==> src/sv/rbe_pkg.sv <==
// Package for the rigid body Euler step unit: sizes, codes, state and command types.
// Shared by the controller, datapath, divider and top level; depends on nothing.
`default_nettype none
package rbe_pkg;

    localparam int MAX_BODIES = 8;
    localparam int FRAC_BITS  = 16;
    localparam int IDX_W      = $clog2(MAX_BODIES);
    localparam int CNT_W      = $clog2(MAX_BODIES + 1);
    localparam int DIV_STEPS  = 32 + FRAC_BITS;
    localparam int DIV_CNT_W  = $clog2(DIV_STEPS + 1);
    localparam int SCALE_W    = 64 - FRAC_BITS;

    localparam logic [30:0] TIME_STEP_RST  = 31'(((64'd1 << FRAC_BITS) + 64'd5) / 64'd10);
    localparam logic [30:0] BOX_WIDTH_RST  = 31'(64'd1 << FRAC_BITS);
    localparam logic [30:0] BOX_HEIGHT_RST = 31'(64'd1 << FRAC_BITS);

    typedef enum logic [1:0] {
        MODE_ADD   = 2'd0,
        MODE_FORCE = 2'd1,
        MODE_STEP  = 2'd2,
        MODE_NONE  = 2'd3
    } rbe_mode_t;

    typedef enum logic [1:0] {
        ST_OK         = 2'd0,
        ST_FULL       = 2'd1,
        ST_NOT_LOADED = 2'd2,
        ST_RSVD       = 2'd3
    } rbe_status_t;

    typedef enum logic [1:0] {
        REG_TIME_STEP  = 2'd0,
        REG_BOX_WIDTH  = 2'd1,
        REG_BOX_HEIGHT = 2'd2,
        REG_UNUSED     = 2'd3
    } rbe_reg_t;

    typedef enum logic [3:0] {
        CS_IDLE,
        CS_ADD,
        CS_FORCE,
        CS_EMIT,
        CS_I_LOAD,
        CS_I_CHK,
        CS_I_DIV,
        CS_I_MAX,
        CS_I_MAY,
        CS_I_MVX,
        CS_I_MVY,
        CS_I_PY,
        CS_I_WB,
        CS_P_LOADI,
        CS_P_LOADJ,
        CS_P_TEST
    } rbe_state_t;

    typedef enum logic [3:0] {
        DP_IDLE,
        DP_CAPTURE,
        DP_ADD,
        DP_FORCE,
        DP_LOAD,
        DP_DIV,
        DP_MAX,
        DP_MAY,
        DP_MVX,
        DP_MVY,
        DP_PY,
        DP_WB,
        DP_LOADI
    } rbe_op_t;

    typedef struct packed {
        rbe_op_t          op;
        logic [IDX_W-1:0] idx;
    } rbe_cmd_t;

    typedef struct packed {
        logic mass_pos;
        logic div_done;
        logic hit;
    } rbe_stat_t;

    // Saturate a 48-bit signed sum to the signed 32-bit range.
    function automatic logic signed [31:0] sat32(input logic signed [47:0] v);
        logic signed [31:0] r;
        if (v > 48'sh0000_7FFF_FFFF)
            r = 32'sh7FFF_FFFF;
        else if (v < -48'sh0000_8000_0000)
            r = 32'sh8000_0000;
        else
            r = v[31:0];
        return r;
    endfunction

    // Product with dt divided by 2^FRAC_BITS, truncated toward zero.
    function automatic logic signed [47:0] scale(input logic signed [63:0] p);
        logic signed [63:0] b;
        b = p + (p[63] ? 64'sd0 + ((64'sd1 <<< FRAC_BITS) - 64'sd1) : 64'sd0);
        return 48'(b >>> FRAC_BITS);
    endfunction

endpackage
`default_nettype wire

==> src/sv/rbe_ctrl.sv <==
// Controller: sequences add, force and step transactions, holds the body count and result register.
// Uses rbe_pkg; drives rbe_datapath through rbe_cmd_t.
`default_nettype none
module rbe_ctrl
    import rbe_pkg::*;
(
    input  wire logic       clk,
    input  wire logic       rst_n,
    input  wire logic       in_valid,
    output logic            in_ready,
    input  wire logic [1:0] in_mode,
    input  wire logic [2:0] in_idx,
    output rbe_cmd_t        cmd,
    input  wire rbe_stat_t  stat,
    output logic            out_valid,
    input  wire logic       out_ready,
    output logic [1:0]      out_status,
    output logic            out_pair,
    output logic [2:0]      out_first,
    output logic [2:0]      out_second,
    output logic            out_last
);

    rbe_state_t       state_reg, state_next;
    logic [2:0]       idx_reg, idx_next;
    logic [CNT_W-1:0] count_reg, count_next;
    logic [CNT_W-1:0] i_reg, i_next;
    logic [CNT_W-1:0] j_reg, j_next;
    rbe_status_t      st_reg, st_next;

    logic       ov_reg, ov_next;
    logic [1:0] os_reg, os_next;
    logic       op_reg, op_next;
    logic [2:0] oa_reg, oa_next;
    logic [2:0] ob_reg, ob_next;
    logic       ol_reg, ol_next;
    logic       slot_free;

    always_ff @(posedge clk or negedge rst_n)
    begin
        if (!rst_n)
        begin
            state_reg <= CS_IDLE;
            count_reg <= '0;
            ov_reg    <= 1'b0;
        end
        else
        begin
            state_reg <= state_next;
            count_reg <= count_next;
            ov_reg    <= ov_next;
        end
    end

    always_ff @(posedge clk)
    begin
        idx_reg <= idx_next;
        i_reg   <= i_next;
        j_reg   <= j_next;
        st_reg  <= st_next;
        os_reg  <= os_next;
        op_reg  <= op_next;
        oa_reg  <= oa_next;
        ob_reg  <= ob_next;
        ol_reg  <= ol_next;
    end

    always_comb
    begin
        state_next = state_reg;
        idx_next   = idx_reg;
        count_next = count_reg;
        i_next     = i_reg;
        j_next     = j_reg;
        st_next    = st_reg;
        slot_free  = !ov_reg || out_ready;
        ov_next    = ov_reg && !out_ready;
        os_next    = os_reg;
        op_next    = op_reg;
        oa_next    = oa_reg;
        ob_next    = ob_reg;
        ol_next    = ol_reg;
        cmd.op     = DP_IDLE;
        cmd.idx    = i_reg[IDX_W-1:0];
        in_ready   = (state_reg == CS_IDLE);

        case (state_reg)
            CS_IDLE:
            begin
                if (in_valid)
                begin
                    cmd.op   = DP_CAPTURE;
                    idx_next = in_idx;
                    st_next  = ST_OK;
                    i_next   = '0;
                    case (rbe_mode_t'(in_mode))
                        MODE_ADD:
                        begin
                            if (count_reg == CNT_W'(MAX_BODIES))
                            begin
                                st_next    = ST_FULL;
                                state_next = CS_EMIT;
                            end
                            else
                                state_next = CS_ADD;
                        end
                        MODE_FORCE:
                        begin
                            if (CNT_W'(in_idx) >= count_reg)
                            begin
                                st_next    = ST_NOT_LOADED;
                                state_next = CS_EMIT;
                            end
                            else
                                state_next = CS_FORCE;
                        end
                        MODE_STEP:
                            state_next = (count_reg == '0) ? CS_EMIT : CS_I_LOAD;
                        default:
                            state_next = CS_EMIT;
                    endcase
                end
            end
            CS_ADD:
            begin
                cmd.op     = DP_ADD;
                cmd.idx    = count_reg[IDX_W-1:0];
                count_next = count_reg + CNT_W'(1);
                state_next = CS_EMIT;
            end
            CS_FORCE:
            begin
                cmd.op     = DP_FORCE;
                cmd.idx    = IDX_W'(idx_reg);
                state_next = CS_EMIT;
            end
            CS_EMIT:
            begin
                if (slot_free)
                begin
                    ov_next    = 1'b1;
                    os_next    = st_reg;
                    op_next    = 1'b0;
                    oa_next    = '0;
                    ob_next    = '0;
                    ol_next    = 1'b1;
                    state_next = CS_IDLE;
                end
            end
            CS_I_LOAD:
            begin
                cmd.op     = DP_LOAD;
                state_next = CS_I_CHK;
            end
            CS_I_CHK:
            begin
                if (stat.mass_pos)
                begin
                    cmd.op     = DP_DIV;
                    state_next = CS_I_DIV;
                end
                else if (i_reg + CNT_W'(1) == count_reg)
                begin
                    i_next     = '0;
                    state_next = (count_reg < CNT_W'(2)) ? CS_EMIT : CS_P_LOADI;
                end
                else
                begin
                    i_next     = i_reg + CNT_W'(1);
                    state_next = CS_I_LOAD;
                end
            end
            CS_I_DIV:
            begin
                if (stat.div_done)
                    state_next = CS_I_MAX;
            end
            CS_I_MAX:
            begin
                cmd.op     = DP_MAX;
                state_next = CS_I_MAY;
            end
            CS_I_MAY:
            begin
                cmd.op     = DP_MAY;
                state_next = CS_I_MVX;
            end
            CS_I_MVX:
            begin
                cmd.op     = DP_MVX;
                state_next = CS_I_MVY;
            end
            CS_I_MVY:
            begin
                cmd.op     = DP_MVY;
                state_next = CS_I_PY;
            end
            CS_I_PY:
            begin
                cmd.op     = DP_PY;
                state_next = CS_I_WB;
            end
            CS_I_WB:
            begin
                cmd.op = DP_WB;
                if (i_reg + CNT_W'(1) == count_reg)
                begin
                    i_next     = '0;
                    state_next = (count_reg < CNT_W'(2)) ? CS_EMIT : CS_P_LOADI;
                end
                else
                begin
                    i_next     = i_reg + CNT_W'(1);
                    state_next = CS_I_LOAD;
                end
            end
            CS_P_LOADI:
            begin
                cmd.op     = DP_LOADI;
                j_next     = i_reg + CNT_W'(1);
                state_next = CS_P_LOADJ;
            end
            CS_P_LOADJ:
            begin
                cmd.op     = DP_LOAD;
                cmd.idx    = j_reg[IDX_W-1:0];
                state_next = CS_P_TEST;
            end
            CS_P_TEST:
            begin
                if (!stat.hit || slot_free)
                begin
                    if (stat.hit)
                    begin
                        ov_next = 1'b1;
                        os_next = ST_OK;
                        op_next = 1'b1;
                        oa_next = i_reg[2:0];
                        ob_next = j_reg[2:0];
                        ol_next = 1'b0;
                    end
                    if (j_reg + CNT_W'(1) < count_reg)
                    begin
                        j_next     = j_reg + CNT_W'(1);
                        state_next = CS_P_LOADJ;
                    end
                    else if (i_reg + CNT_W'(2) < count_reg)
                    begin
                        i_next     = i_reg + CNT_W'(1);
                        state_next = CS_P_LOADI;
                    end
                    else
                        state_next = CS_EMIT;
                end
            end
            default:
                state_next = CS_IDLE;
        endcase
    end

    assign out_valid  = ov_reg;
    assign out_status = os_reg;
    assign out_pair   = op_reg;
    assign out_first  = oa_reg;
    assign out_second = ob_reg;
    assign out_last   = ol_reg;

endmodule
`default_nettype wire

==> config.mk <==
export PLATFORM = sky130hd
export DESIGN_NAME = rbe_ctrl
export DESIGN_NICKNAME = d
export VERILOG_FILES = /design/src/sv/rbe_pkg.sv /design/src/sv/rbe_ctrl.sv
export SDC_FILE = /design/constraint.sdc
export NUM_CORES = 1
export LEC_CHECK = 0
export CAP_MARGIN = 40
export CORE_AREA = 10 10 72 74
export CTS_CLUSTER_SIZE = 20
export DETAILED_ROUTE_END_ITERATION = 16
export DIE_AREA = 0 0 82 84
export DONT_BUFFER_PORTS = 1
export GPL_TIMING_DRIVEN = 0
export PLACE_DENSITY_LB_ADDON = 0.05
export SYNTH_ARGS = -nofsm -noshare
export SYNTH_HDL_FRONTEND = slang
export SYNTH_SLANG_ARGS = --single-unit
==> constraint.sdc <==
create_clock -name clk -period 4.15 [get_ports clk]
set_input_delay 0.6225 -clock clk [delete_from_list [all_inputs] [get_ports clk]]
set_output_delay 0.6225 -clock clk [all_outputs]
set_load 0.05 [all_outputs]
==> flow_summary_export.csv <==
group,metric,value,unit
yosys,ys_seq_elements,32,
die,initial_utilization,0.577,
sta,setup_tns,0,ps
sta,relSlewSlack,0.387,
job,maxCapViolations,0,
clocking,clk_pin_slew,70,ps
global_route,grt_remaining_overflow,0,
sta,max_slew.worst_pin.slew,921,ps
yosys,synth_ff_type,"edfxtp_1",
sta,skew,7.97,ps
sta,drv_slew,0,
die,die_h,84,um
global_route,grt.total_usage,0.177,
global_route,antenna_found_initial,0,
finish,layout-drive-gt1-share,0.0984,
yosys,synth_top_family_by_area,"compound AO/OA/AOI/OAI gates",
sta,setup_ws,1150,ps
global_route,grt_pass1_vias,1914,
yosys,yosys-top-cells-count,"edfxtp_1 (23), nand2_1 (21), nor2_1 (18), ha_1 (15), inv_1 (14)",
global_route,grt_max_degree,11,
sta,finalCriticalPeriod,3000,ps
yosys,synth_most_common_cell,"edfxtp_1",
clocking,clkSinkCount,32,
yosys,synth_simple_gate_area_frac,0.186,
critical_path,crit_arrival,2380,ps
finish,n_antenna_cell,0,
yosys,syn_nets,259,
clocking,cts_setup_buffers,0,
clocking,cts_max_level,2,
finish,areaGrowthSynthToFinish,9.28,%
route,wl,5.74,mm
critical_path,critPathLaunchType,"register",
yosys,synthTopCellsByArea,"edfxtp_1 (31%), dfrtp_1 (10%), ha_1 (8.4%)",
yosys,synth_cell_type_count,57,
clocking,cts_tree,"yes",
clocking,hold_buffers,0,
route,dr.pass1.iters,5,
clocking,clockBufferDepth,2,
yosys,synthArstFlopShare,0.281,
route,vias,1869,
die,core,3860,um2
yosys,yosys.area.top_type,"edfxtp_1",
yosys,ys.warnings.count,0,
die,ios,31,
clocking,cts_resized,0,
place,gp_congestion,0.921,
run_status,outcome,"complete, no violations",
sta,hold_viol,0,
route,drc,0,
place,io_buffers,0,
place,dp_hpwl,4.47,mm
sta,fmax,333,MHz
worst_hold_path,hold_path_class,"primary input to asynchronous set/reset pin",
yosys,synth_compound_area_frac,0.197,
finish,final_util,0.630,
clocking,insertion_delay,290,ps
critical_path,critPathKind,"register to output pin",
die,core.rowCount,23,
yosys,synthXorXnorAreaFrac,0.0652,
critical_path,crit_path_end_kind,"output pin",
yosys,netlist_instances,232,
critical_path,crit_required,3530,ps
route,wire_per_inst,19.5,um
route,drt_iter0_drc,159,
yosys,synth_mux_area_frac,0.00956,
global_route,grt_pass1_wl,9.48,mm
route,postRouteAntennaNets,0,
finish,nets,270,
clocking,cts_root_buf,"clkbuf_8",
yosys,synthAdderAreaFrac,0.0844,
clocking,numCtsBuffers,5,
sta,rsz0062_at_grt,"false",
die,die_area,6890,um2
sta,period_share,0.724,
yosys,seq_area_frac_synth,0.412,
yosys,synth_edf_count,23,
yosys,synth_top_area_frac,0.310,
place,place_ws,1490,ps
sta,finalSetupViolations,0,
critical_path,path_max_fanout,10,
route,vias_per_cell,6.36,
yosys,avgSynthCellArea,9.59,um2
yosys,netlist_area,2220,um2
die,fp.dieW,82,um
## layer usage
metal / GRT usage / wire (um)
met5: 0 / 0
met4: 0.0728 / 145
met3: 0.0399 / 368
met2: 0.305 / 2920
met1: 0.202 / 2300
## cells in the final DEF, fill, tap and decap left out, types with 2 or more instances in the layout
cell      Yosys  routed
a32oi_1       2       2
o21a_1        4       4
edfxtp_1     23      23
buf_4         0       3
nor2_1       18      18
nand2b_1      4       4
xor2_1        3       3
buf_2         4       4
xnor2_1       9       9
a22oi_1       2       2
inv_1        14      14
buf_1         2       2
and2_1        5       5
a31oi_1       3       3
o32ai_1       3       2
a22o_1        3       3
and3_1        5       5
nor3_1        7       7
a21oi_1      13      13
a21o_1        2       2
clkbuf_8      0       5
nand3_1       4       4
nand2_1      21      21
dfrtp_1       9       9
o22ai_1       2       2
clkbuf_1      5       7
o21ai_0       8       8
ha_1         15      15
nor2b_1       8       8
a211oi_1      4       3
a41oi_1       2       2
## kinds of logic after synthesis
group                    after synthesis
flip-flops                            32
AO/OA/AOI/OAI                         62
adder cells (fa/ha/maj)               15
multiplexers                           2
AND/OR/NAND/NOR                       81
buffers and inverters                 26
XOR/XNOR                              14
## final timing paths
path	startpoint	to	slack, ps	cells past startpoint
worst max-delay path	state_reg[1]	cmd[3]	1150	4
worst min-delay path	rst_n	state_reg[2]	20	0
worst max register to register	j_reg[0]	j_reg[3]	1470	7
worst min register to register	st_reg[1]	out_status[1]	530	1
max in group asynchronous	rst_n	state_reg[0]	4060	0
min in group clk	out_ready	out_valid	420	1
## stage by stage
step	instance area [um2]	instances	hold slack [ps]
6_report	2430	294	18.8
5_1_grt	2430	294	6.39
4_1_cts	2430	294	13.3
3_5_place_dp	2350	286	327
3_3_place_gp	2290	282	327
2_1_floorplan	2220	232	327
## critical path, stage by stage, from the launching register on
cell     delay, ps
dfrtp_1        500
buf_2          270
buf_1          420
nor2_1         120
o32ai_2        770
## area by class of cell
type / instances / area (um2)
buffer: 11 / 46.3
clock buffer: 7 / 76.3
clock inverter: 1 / 5.00
fill: 343 / 1430
inverter: 15 / 56.3
multi-input combinational: 174 / 1230
sequential: 32 / 916
tap: 50 / 62.6
timing repair buffer: 4 / 33.8
Power is left out: the tool's default activity adds up to more than one toggle a clock period on the data nets, which glitch-free logic cannot reach.
